==> config.mk <==
export PLATFORM = sky130hd
export DESIGN_NAME = memq_front
export DESIGN_NICKNAME = d
export VERILOG_FILES = /design/src/hdl/memq_pkg.sv /design/src/hdl/memq_front.sv
export SDC_FILE = /design/constraint.sdc
export NUM_CORES = 1
export LEC_CHECK = 0
export ABC_AREA = 1
export BUFFER_PORTS_ARGS = -buffer_cell sky130_fd_sc_hd__buf_2
export CORE_UTILIZATION = 52
export CTS_CLUSTER_DIAMETER = 30
export DETAILED_ROUTE_END_ITERATION = 10
export PLACE_DENSITY = 0.79
export SLEW_MARGIN = 20
export SYNTH_ARGS = -nofsm -noshare
export SYNTH_HDL_FRONTEND = slang
export SYNTH_SLANG_ARGS = --single-unit
==> constraint.sdc <==
create_clock -name clk -period 8.9 [get_ports clk]
set_input_delay 0.89 -clock clk [delete_from_list [all_inputs] [get_ports clk]]
set_output_delay 0.89 -clock clk [all_outputs]
set_load 0.05 [all_outputs]
==> src/hdl/memq_pkg.sv <==
package memq_pkg;

  localparam int ENDPOINT_SLOTS = 128;
  localparam int QUEUE_DEPTH    = 64;
  localparam int LENGTH_BITS    = 12;

  localparam int SLOT_BITS = (ENDPOINT_SLOTS > 1) ? $clog2(ENDPOINT_SLOTS) : 1;
  localparam int QPTR_BITS = $clog2(QUEUE_DEPTH);
  localparam int QCNT_BITS = $clog2(QUEUE_DEPTH + 1);

  localparam int OP_W   = 2;
  localparam int ID_W   = 32;
  localparam int PAY_W  = 64;
  localparam int LEN_W  = 12;
  localparam int STAT_W = 3;

  localparam logic [LEN_W-1:0] LEN_MASK = (LENGTH_BITS >= LEN_W) ? {LEN_W{1'b1}} :
                                          LEN_W'((64'd1 << LENGTH_BITS) - 64'd1);

  localparam logic [OP_W-1:0] OP_CREATE  = 2'd0;
  localparam logic [OP_W-1:0] OP_DESTROY = 2'd1;
  localparam logic [OP_W-1:0] OP_SEND    = 2'd2;
  localparam logic [OP_W-1:0] OP_RECV    = 2'd3;

  localparam logic [STAT_W-1:0] ST_OK        = 3'd0;
  localparam logic [STAT_W-1:0] ST_NOT_FOUND = 3'd1;
  localparam logic [STAT_W-1:0] ST_EMPTY     = 3'd2;
  localparam logic [STAT_W-1:0] ST_FULL      = 3'd3;
  localparam logic [STAT_W-1:0] ST_NO_SLOT   = 3'd4;

  typedef struct packed {
    logic [OP_W-1:0]  op;
    logic [ID_W-1:0]  id;
    logic [PAY_W-1:0] payload;
    logic [LEN_W-1:0] len;
    logic [LEN_W-1:0] cap;
  } item_t;

  typedef struct packed {
    logic [STAT_W-1:0] status;
    logic [ID_W-1:0]   new_id;
    logic [PAY_W-1:0]  payload;
    logic [LEN_W-1:0]  dlen;
    logic [LEN_W-1:0]  clen;
  } res_t;

  typedef struct packed {
    logic [QPTR_BITS-1:0] head;
    logic [QPTR_BITS-1:0] tail;
    logic [QCNT_BITS-1:0] count;
  } ptr_t;

  typedef struct packed {
    logic valid;
    res_t res;
  } res_hs_t;

endpackage

==> src/hdl/memq_front.sv <==
module memq_front
  import memq_pkg::*;
(
  input  logic  clk,
  input  logic  rst,
  input  logic  in_valid,
  output logic  in_ready,
  input  item_t in_item,
  output logic  q_valid,
  output item_t q_item,
  input  logic  q_take
);

  item_t      entry [2];
  logic       wr_ptr;
  logic       rd_ptr;
  logic [1:0] cnt;
  logic       push;
  logic       pop;

  assign in_ready = (cnt != 2'd2);
  assign q_valid  = (cnt != 2'd0);
  assign q_item   = entry[rd_ptr];
  assign push     = in_valid && in_ready;
  assign pop      = q_take && q_valid;

  always_ff @(posedge clk) begin
    if (rst) begin
      wr_ptr <= 1'b0;
      rd_ptr <= 1'b0;
      cnt    <= 2'd0;
    end else begin
      if (push) wr_ptr <= ~wr_ptr;
      if (pop) rd_ptr <= ~rd_ptr;
      case ({push, pop})
        2'b10:   cnt <= cnt + 2'd1;
        2'b01:   cnt <= cnt - 2'd1;
        default: cnt <= cnt;
      endcase
    end
  end

  always_ff @(posedge clk) begin
    if (push) entry[wr_ptr] <= in_item;
  end

endmodule

==> impl_results.md, run 1 <==
* Crit path buf inv count at 2
* Minimum clock period at 3.581 ns
* Combinational power share at 24.4%
* Clock buffer depth at 3
* Met1 Usage GRT at 20.98%
* FF-to-FF setup slack at 6.72 ns
* Die X at 136.3 µm
* Clock Sinks at 249
* CTS H-tree lvls at 2
* Clock transition at path regs at 0.05 ns
* Port Buffers at 249
* Critical path fanouts, max at 55
* Fin crit share at 40.23%
* GRT Total Usage at 18.48%
* Hold_buf cts at 0
* CP Capture Type: output pin
* # Max-Cap Violations at 0
* Number of remaining DRC errors at 0
* Arrival time worst endpoint at 2.69 ns
* GP Congestion at 0.7874
* Post-Layout Cell Count at 956
* Via density at 5.098
* CTS tree: yes
* Antenna violations before repair at 1
* Unrepaired setup endpoints after global routing: no
* Cell Rows at 48
* Crit path max-delay cell type: buf_4
* NumNets Final at 829
* Peak supply drop at 0.2219 mV
* Synthesized flop and latch total at 249
* Post-CTS Setup Bufs at 0
* Worst-Margin Slew at 1.100 ns
* Clock Skew at 0.01617 ns
* # IOs at 250
* Setup TNS at 0 ns
* Share of cells above drive strength 1 at 60.14%
* CP delay by family, top: buffers and inverters
* Starting Density at 53.67%
* DP Worst Slack at 5.792 ns
* Core Area at 17480 µm²
* Met3 GRT Util at 5.295%
* Die area at 18580 µm²
* First-pass GRT wire length at 25.56 mm
* Inst Count DP at 884
* Clock latency on the worst-skew pair at 0.50 ns
* Final worst slack at 5.319 ns
* Setup crit start kind: register
* Die height at 136.3 µm
* DR WL/cell at 18.41 µm
* Area Overhead vs Synth at 30.00%
* Most used routing layer: met2
* Final wirelength at 17.60 mm
* Via count at 4874
* Netlist cell types at 14
* CTS root buf: clkbuf_16
* Syn Inst Count at 418
* Dpl cell area at 10850 µm²
* Syn Nets at 545
* Dpl hpwl at 11.07 mm
* Post-synthesis area per instance at 22.44 µm²
* Clock Power Share at 38.1%
* Cell area after layout at 12190 µm²
* Hold Vio Cnt, Final at 0
* Sw frac at 30.84%
* Pwr/cell area at 325.7 nW/µm²
* Area of the mapped netlist at 9379 µm²
* Post-route ant nets at 0
* Final setup vio count at 0
* Vias in the first global route at 5067
* Max Freq at 279.3 MHz
* Max-slew violation count at 0
* GR met2 Demand/Resource at 32.01%
* Reg power frac at 37.5%
* Setup CP Type: reg2out
* Starting DRT DRC Count at 255
* Leakage at 4.796 nW
* Grt total ovfl at 0
* Critical path, cell by cell: buf_4 -> mux2_2 -> buf_2
* Worst path max stage delay at 0.78 ns
* P_int at 0.002746 W
* Run status: finished clean
* Router iterations before antenna repair at 6
* Psw at 0.001225 W
* Post-synthesis sequential area ratio at 79.19%
* Pin count of the biggest net entering global routing at 80
* Synth warn at 0
* Number of CTS-inserted buffers at 41
* HP Class: reg2reg
* Post-cts resize count at 0
* Slew headroom at 26.65%
* Final hold slack at 0.5140 ns
* Required time of the critical path at 8.01 ns
## worst paths after layout
check,from,to,depth (start not counted)
worst min register to register,rd_ptr,rd_ptr,2
worst min-delay path,rd_ptr,rd_ptr,2
worst max-delay path,register,q_item[116],3
worst max register to register,cnt[0],entry[0][67],5
## layout by cell type, fill, tap and decap left out, types with 2 or more instances in the layout
cell type   Yosys  layout
buf_2           4     249
edfxtp_1      244     244
mux2_4         80      80
mux2_2         42      42
clkbuf_16       0      41
inv_1           8       8
nand2_1         8       8
nor2_1         10       8
clkinv_1        0       8
bufinv_16       0       6
buf_4           0       5
clkbuf_1        0       4
clkinv_2        0       4
clkinvlp_4      0       4
dfxtp_1         5       4
o21ai_0         3       3
nor2_4          0       2
a21oi_1         2       2
clkinv_4        0       2
inv_6           0       2
## per-layer routing
layer	part of all wire (%)	vias up	routed length, µm
met5	0	-	0
met4	3.1	0	549
met3	7.9	49	1394
met2	51	224	9022
met1	38	2379	6631
li1	-	2222	-
## Yosys cell counts, drive strengths merged
cell type | n | share of area (%)
a21oi | 2 | 0.11
buf | 14 | 1.5
dfxtp | 5 | 1.1
edfxtp | 244 | 78
ha | 1 | 0.13
inv | 8 | 0.32
mux2 | 122 | 18
nand2 | 8 | 0.32
nand4 | 1 | 0.067
nor2 | 10 | 0.40
o21ai | 3 | 0.16
## tightest hold or removal path: cells and delay by family (launching register included)
kind	cells	cell delay, ns
DFF	1	0.33
and+or+nand+nor	2	0.15
## stage by stage
step                total power (W)  utilization (%)
finish                     0.003971            69.77
global route               0.004103            69.77
CTS                        0.004008            69.75
detailed placement         0.002479            62.11
global placement           0.002454            61.95
floorplan                  0.002312                -
## kinds of logic (layout without fill, tap and decap cells)
logic type,Yosys count,in the layout,share of synthesized area (%)
flops,249,249,79.19
buf+inv,22,334,1.774
fa+ha+maj,1,1,0.1334
other cells,0,1,0
simple gates,19,19,0.7872
compound gates,5,5,0.2668
mux,122,122,17.85
## final cells by class
type / count / area (µm²)
Clock buffer: 45 / 1041
Fill cell: 1115 / 5284
Inverter: 8 / 30.03
Clock inverter: 26 / 295.3
Sequential cell: 249 / 7431
Antenna cell: 1 / 2.502
Tap cell: 225 / 281.5
Timing Repair Buffer: 255 / 1311
Multi-Input combinational cell: 147 / 1800
## power by group through the flow
stage	logic (W)	clock network [W]	registers (W)
after floorplan	0.000807	0	0.00150
after global placement	0.000934	0	0.00152
after detailed placement	0.000967	0	0.00151
after CTS	0.000973	0.00154	0.00149
after global routing	0.00101	0.00160	0.00150
final	0.000967	0.00151	0.00149
## sequential cells by signal, summed over array words and instances, names as in the netlist, named ones only
signal  flops
entry     244
rd_ptr      1
cnt         2
wr_ptr      1
Note: power is estimated with default switching activity, not from simulation.
==> run 2, diff against run 1 <==
--- a/config.mk
+++ b/config.mk
@@ -7,10 +7,10 @@
 export LEC_CHECK = 0
 export ABC_AREA = 1
 export BUFFER_PORTS_ARGS = -buffer_cell sky130_fd_sc_hd__buf_2
-export CORE_UTILIZATION = 52
+export CORE_UTILIZATION = 47
 export CTS_CLUSTER_DIAMETER = 30
 export DETAILED_ROUTE_END_ITERATION = 10
-export PLACE_DENSITY = 0.79
+export PLACE_DENSITY = 0.75
 export SLEW_MARGIN = 20
 export SYNTH_ARGS = -nofsm -noshare
 export SYNTH_HDL_FRONTEND = slang
==> constraint.sdc (replaced) <==
create_clock -name clk -period 3.2 [get_ports clk]
set_input_delay 0.32 -clock clk [delete_from_list [all_inputs] [get_ports clk]]
set_output_delay 0.32 -clock clk [all_outputs]
set_load 0.05 [all_outputs]
==> run 2 against run 1 <==
Critical path depth did not move. Register-to-register slack worse by 5.5 ns. Clock skew fell by 0.0052 ns. Sequential power rose to 2.8 times the previous value.
==> impl_results.md, run 2 (synthesis gave the netlist of run 1 again) <==
* Critical path fanouts, max at 37 (-33%)
* Number of remaining DRC errors at 0 (unchanged)
* Clock Skew at 0.01094 ns (-0.005226 ns)
* CP Capture Type: output pin
* FF-to-FF setup slack at 1.21 ns (-5.51 ns)
* Worst path max stage delay at 0.73 ns (-0.05 ns)
* Area Overhead vs Synth at 45.93%
* Inst Count DP at 926 (+4.8%)
* Crit path to: q_item[45]
* DR WL/cell at 18.41 µm (about the same)
* Commonest cells after routing, fill and taps aside: buf_2, edfxtp_1, dlygate4sd3_1
* Starting Density at 48.03% (-5.6 points)
* Leakage at 5.421 nW (+13%)
* Starting DRT DRC Count at 228 (-11%)
* Setup CP Type: reg2out
* Setup TNS at 0 ns (unchanged)
* Minimum clock period at 2.505 ns
* Core Util, Final at 70.09% (+0.33 points)
* Pwr/cell area at 883.9 nW/µm² (+170%)
* Routed wl met3 at 1.581 mm (+13%)
* Critical path, cell by cell: buf_12 -> mux2_4 -> buf_2
* Vias in the first global route at 5823 (+15%)
* Antenna diodes at 0 (-1)
* Die X at 143.3 µm (+5.1%)
* Commonest non-fill, non-tap cell in the layout: buf_2
* Critical Path Stages at 3 (unchanged)
* FILL cells at 1216 (+9.1%)
* Clock buffer depth at 3 (unchanged)
* Pin count of the biggest net entering global routing at 71 (-11%)
* # IOs at 250 (unchanged)
* Run status: finished clean
* CP delay by family, top: flip-flops
* GRT Total Usage at 19.44% (+0.96 points)
* R2R Path Start: cnt[0]
* HP Class: in2reg
* Cell Rows at 51 (+6.3%)
* NumNets Final at 946 (+14%)
* DR top layer: met4
* Unrepaired setup endpoints after global routing: no
* Post-Layout Cell Count at 1120 (+17%)
* Setup crit start kind: register
* Dpl cell area at 10930 µm² (+0.67%)
* Core Area at 19530 µm² (+12%)
* Register area at 7431 µm² (unchanged)
* Hold Vio Cnt, Final at 0 (unchanged)
* Via count at 5432 (+11%)
* Post-cts resize count at 0 (unchanged)
* Crit path max-delay cell type: dfxtp_4
* Required time of the critical path at 2.88 ns (-5.13 ns)
* CTS root buf: clkbuf_16
* Top reg by flops: entry
* CTS H-tree lvls at 2 (unchanged)
* WL met1 at 7.649 mm (+15%)
* Largest regs: entry (244), cnt (2)
* Via density at 4.850 (-4.9%)
* Final wirelength at 20.62 mm (+17%)
* Grt total ovfl at 0 (unchanged)
* Worst-Margin Slew at 0.9468 ns (-0.1535 ns)
* Max reg flops at 244 (unchanged)
* Crit path buf inv count at 2 (unchanged)
* GP Congestion at 0.7373 (-6.4%)
* Final worst slack at 0.6953 ns (-4.624 ns)
* Slew headroom at 36.88% (+10 points)
* Antenna violations before repair at 0 (-1)
* Arrival time worst endpoint at 2.18 ns (-0.51 ns)
* # Max-Cap Violations at 0 (unchanged)
* Peak supply drop at 0.5670 mV (+160%)
* Max Freq at 399.2 MHz
* Dpl hpwl at 11.07 mm (about the same)
* First-pass GRT wire length at 29.75 mm (+16%)
* Die height at 143.3 µm (+5.1%)
* Clock Sinks at 249 (unchanged)
* Reg2Reg Capture Point: entry[1][80]
* Final setup vio count at 0 (unchanged)
* Met2 Wirelength at 10.79 mm (+20%)
* Port Buffers at 249 (unchanged)
* Share of cells above drive strength 1 at 53.33% (-6.8 points)
* Fin crit share at 78.27%
* Max-slew violation count at 0 (unchanged)
* Clock latency on the worst-skew pair at 0.51 ns (about the same)
* CTS tree: yes
* R2r worst-path depth at 5 (unchanged)
* Clock transition at path regs at 0.05 ns (about the same)
* Number of CTS-inserted buffers at 46 (+12%)
* Cell area after layout at 13690 µm² (+12%)
* DP Worst Slack at 1.206 ns (-4.586 ns)
* Router iterations before antenna repair at 4 (-2)
* Die area at 20520 µm² (+10%)
* Area of the multi-input gates at 1803 µm² (+0.14%)
* Post-route ant nets at 0 (unchanged)
[run 2: cell count changes in the layout (fill, tap and decap cells not counted), moves of 2 or more]
cell | before | now
clkinv_1 | 8 | 5
dlygate4sd3_1 | 0 | 110
clkbuf_16 | 41 | 47
bufinv_16 | 6 | 11
clkbuf_1 | 4 | 6
clkinv_4 | 2 | 5
buf_12 | 0 | 2
[run 2: what timing repair did]
item	in CTS	in global routing
hold endpoints to repair	215	1
buffers inserted	0	0
hold buffers	109	1
[run 2: metrics by stage]
stage                     power, W  hold WS (ns)
after floorplan           0.006386        0.4189
after global placement    0.006843        0.4801
after detailed placement  0.006900        0.5111
after CTS                  0.01212     0.0002108
after global routing       0.01247     -0.001464
final                      0.01210       0.01357
[run 2: worst register-to-register path, cell delays in order, from the launching register on]
cell	delay [ns]
dfxtp_1	0.34
inv_1	0.10
nand2_2	0.10
nand2_1	0.16
nor2_4	0.13
buf_4	0.72
[run 2: worst min-delay path by stage]
stage / cells past startpoint / endpoint / start
after detailed placement: 1 / entry[1][6] / in_item[6]
after floorplan: 0 / entry[0][0] / in_item[0]
after global routing: 1 / entry[0][74] / in_item[74]
after global placement: 2 / rd_ptr / rd_ptr
after CTS: 1 / entry[0][67] / in_item[67]
final: 1 / entry[1][74] / in_item[74]
[run 2: area by class of cell]
| class | instances | share of cell area, % |
|---|---|---|
| sequential | 249 | 54.29 |
| timing repair buffer | 367 | 17.77 |
| multi-input combinational | 147 | 13.17 |
| clock buffer | 53 | 8.758 |
| clock inverter | 31 | 3.364 |
| tap | 265 | 2.423 |
| inverter | 8 | 0.2194 |
[run 2: layer usage]
layer | GRT usage [%] | up-vias
met5 | 0 | -
li1 | - | 2464
met3 | 5.567 | 60
met1 | 20.32 | 2634
met4 | 8.567 | 0
met2 | 36.05 | 274
[run 2: report_power, final]
part           total, W  internal, W  switching (W)  leakage (nW)
Sequential      0.00416      0.00401       0.000148          2.32
Clock           0.00511      0.00357        0.00154         0.795
Combinational   0.00283     0.000910        0.00192          2.30
==> run 3, diff against run 2 <==
==> constraint.sdc (replaced) <==
create_clock -name clk -period 2.1 [get_ports clk]
set_input_delay 0.21 -clock clk [delete_from_list [all_inputs] [get_ports clk]]
set_output_delay 0.21 -clock clk [all_outputs]
set_load 0.05 [all_outputs]
==> run 3 against run 2 <==
Critical path depth did not move. Power rose by 52%. Clock-buffer cell count fell by 3. Sequential share of layout area fell by 0.76 points. Sequential power rose by 51%. Final area rose by 1.4%. Sequential cell count did not move. First-iteration DRC count fell by 7.9%. Combinational power rose by 58%.
==> impl_results.md, run 3 (synthesis gave the netlist of run 1 again) <==
* Cell area after layout at 13880 µm² (+1.4%)
* CP delay by family, top: flip-flops
* CTS tree: yes
* Fin crit share at 96.78%
* # Max-Cap Violations at 0 (unchanged)
* Number of CTS-inserted buffers at 45 (-2.2%)
* Largest regs: entry (244), cnt (2)
* Setup crit start kind: register
* Via count at 5484 (+0.96%)
* Power after layout at 0.01833 W (+52%)
* Peak supply drop at 0.9639 mV (+70%)
* Clock Power Share at 41.3% (-0.9 points)
* Final setup vio count at 0 (unchanged)
* Core Area at 19530 µm² (unchanged)
* Share of cells above drive strength 1 at 53.57% (+0.24 points)
* Via density at 4.840 (-0.20%)
* DP Worst Slack at 0.3676 ns (-0.8380 ns)
* GP Congestion at 0.7326 (-0.64%)
* Unrepaired setup endpoints after global routing: yes
* Clock latency on the worst-skew pair at 0.51 ns (about the same)
* Starting Density at 48.03% (unchanged)
* Hold Vio Cnt, Final at 0 (unchanged)
* Pin count of the biggest net entering global routing at 81 (+14%)
* Sw frac at 30.35% (+0.49 points)
* Commonest cells after routing, fill and taps aside: buf_2, edfxtp_1, dlygate4sd3_1
* Dpl cell area at 11020 µm² (+0.84%)
* Final hold slack at 0.05770 ns (+0.04412 ns)
* HP Class: in2reg
* Crit path buf inv count at 2 (unchanged)
* NumNets Final at 961 (+1.6%)
* Setup CP Type: reg2out
* CTS root buf: clkbuf_16
* Most used routing layer: met2
* First-pass GRT wire length at 30.43 mm (+2.3%)
* Dpl hpwl at 11.47 mm (+3.7%)
* Die area at 20520 µm² (unchanged)
* Vias in the first global route at 5943 (+2.1%)
* Grt total ovfl at 0 (unchanged)
* GRT Total Usage at 19.81% (+0.37 points)
* Clock Sinks at 249 (unchanged)
* Arrival time worst endpoint at 1.82 ns (-0.36 ns)
* Met3 GRT Util at 5.500% (-0.067 points)
* Area Overhead vs Synth at 48.04%
* Slew headroom at 61.20% (+24 points)
* FILL cells at 1216 (unchanged)
* Leakage at 5.498 nW (+1.4%)
* Final wirelength at 20.63 mm (about the same)
* Post-route ant nets at 0 (unchanged)
* GR met2 Demand/Resource at 36.05% (unchanged)
* Final worst slack at 0.06763 ns (-0.6276 ns)
* CTS H-tree lvls at 2 (unchanged)
* Reg power frac at 34.3% (about the same)
* Die X at 143.3 µm (unchanged)
* Area of the multi-input gates at 1833 µm² (+1.7%)
* Die height at 143.3 µm (unchanged)
* Clock transition at path regs at 0.04 ns (about the same)
* Starting DRT DRC Count at 210 (-7.9%)
* Critical path fanouts, max at 22 (-41%)
* Required time of the critical path at 1.89 ns (-0.99 ns)
* Run status: finished clean
* Commonest non-fill, non-tap cell in the layout: buf_2
* Register area at 7432 µm² (about the same)
* Router iterations before antenna repair at 4 (unchanged)
* CP Capture Type: output pin
* DR WL/cell at 18.20 µm (-1.1%)
* Cell Rows at 51 (unchanged)
* Minimum clock period at 2.032 ns
* Number of remaining DRC errors at 0 (unchanged)
* Met1 Usage GRT at 21.77% (+1.4 points)
* Top reg by flops: entry
* Max reg flops at 244 (unchanged)
* Worst-Margin Slew at 0.5820 ns (-0.3648 ns)
* Clock buffer depth at 3 (unchanged)
* Port Buffers at 249 (unchanged)
* Combinational power share at 24.5% (+1.1 points)
* Pwr/cell area at 1320 nW/µm² (+49%)
* Max Freq at 492.0 MHz
* Antenna violations before repair at 0 (unchanged)
* Max-slew violation count at 0 (unchanged)
* Clock Skew at 0.01580 ns (+0.004865 ns)
* Antenna diodes at 0 (unchanged)
* Crit path max-delay cell type: dfxtp_4
* Critical path, cell by cell: buf_12 -> mux2_2 -> buf_2
* # IOs at 250 (unchanged)
* P_int at 0.01277 W (+50%)
* Psw at 0.005563 W (+54%)
* Worst path max stage delay at 0.48 ns (-0.25 ns)
run 3: changes by cell type in the layout (fill, tap and decap cells not counted), moves of 3 or more:
cell           delta
buf_4             -3
dlygate4sd3_1    +13
clkinv_1          -3
inv_6             +5
clkbuf_1          -3
buf_12            +4
run 3: metrics by stage:
step                utilization [%]   TNS, ns  std cells
floorplan                         -   -176.66        418
global placement              56.43         0        927
detailed placement            56.43         0        927
CTS                           71.11         0       1133
global route                  71.11  -0.01237       1133
finish                        71.11         0       1133
run 3: layout make-up:
cell class | count | share of cell area, %
Multi-Input combinational cell | 147 | 13.20
Clock buffer | 50 | 8.552
Timing Repair Buffer | 383 | 19.03
Sequential cell | 249 | 53.53
Inverter | 8 | 0.2343
Tap cell | 265 | 2.388
Clock inverter | 31 | 3.064
run 3: path summary, 6_finish.rpt:
kind	slack (ns)	startpoint	depth (start not counted)	end
setup reg to reg	0.51	cnt[0]	5	entry[0][39]
hold reg to reg	0.54	cnt[0]	2	cnt[0]
setup / recovery	0.07	register	3	q_item[31]
hold / removal	0.06	in_valid	3	wr_ptr
run 3: power groups by stage:
stage	registers, W	clock network (W)	logic, W
2_1_floorplan	0.00631	0	0.00345
3_3_place_gp	0.00635	0	0.00417
3_5_place_dp	0.00639	0	0.00424
4_1_cts	0.00628	0.00768	0.00449
5_1_grt	0.00632	0.00792	0.00468
6_report	0.00628	0.00757	0.00448
run 3: worst min-delay path: stages:
cell and delay, ns:
buf_2 0.14, a21oi_1 0.08, nor2_1 0.09
run 3: what timing repair did:
action / in CTS / in global routing
hold buffers: 123 / 0
setup buffers: 2 / 0
setup endpoints to repair: 107 / 1
endpoints found under the hold margin: 246 / 0
resized for setup: 1 / 0
run 3: per-layer routing:
layer  wire [µm]  up-vias
met3        1424       56
met2       10820      259
met5           0        -
li1            -     2489
met4         588        0
met1        7792     2680
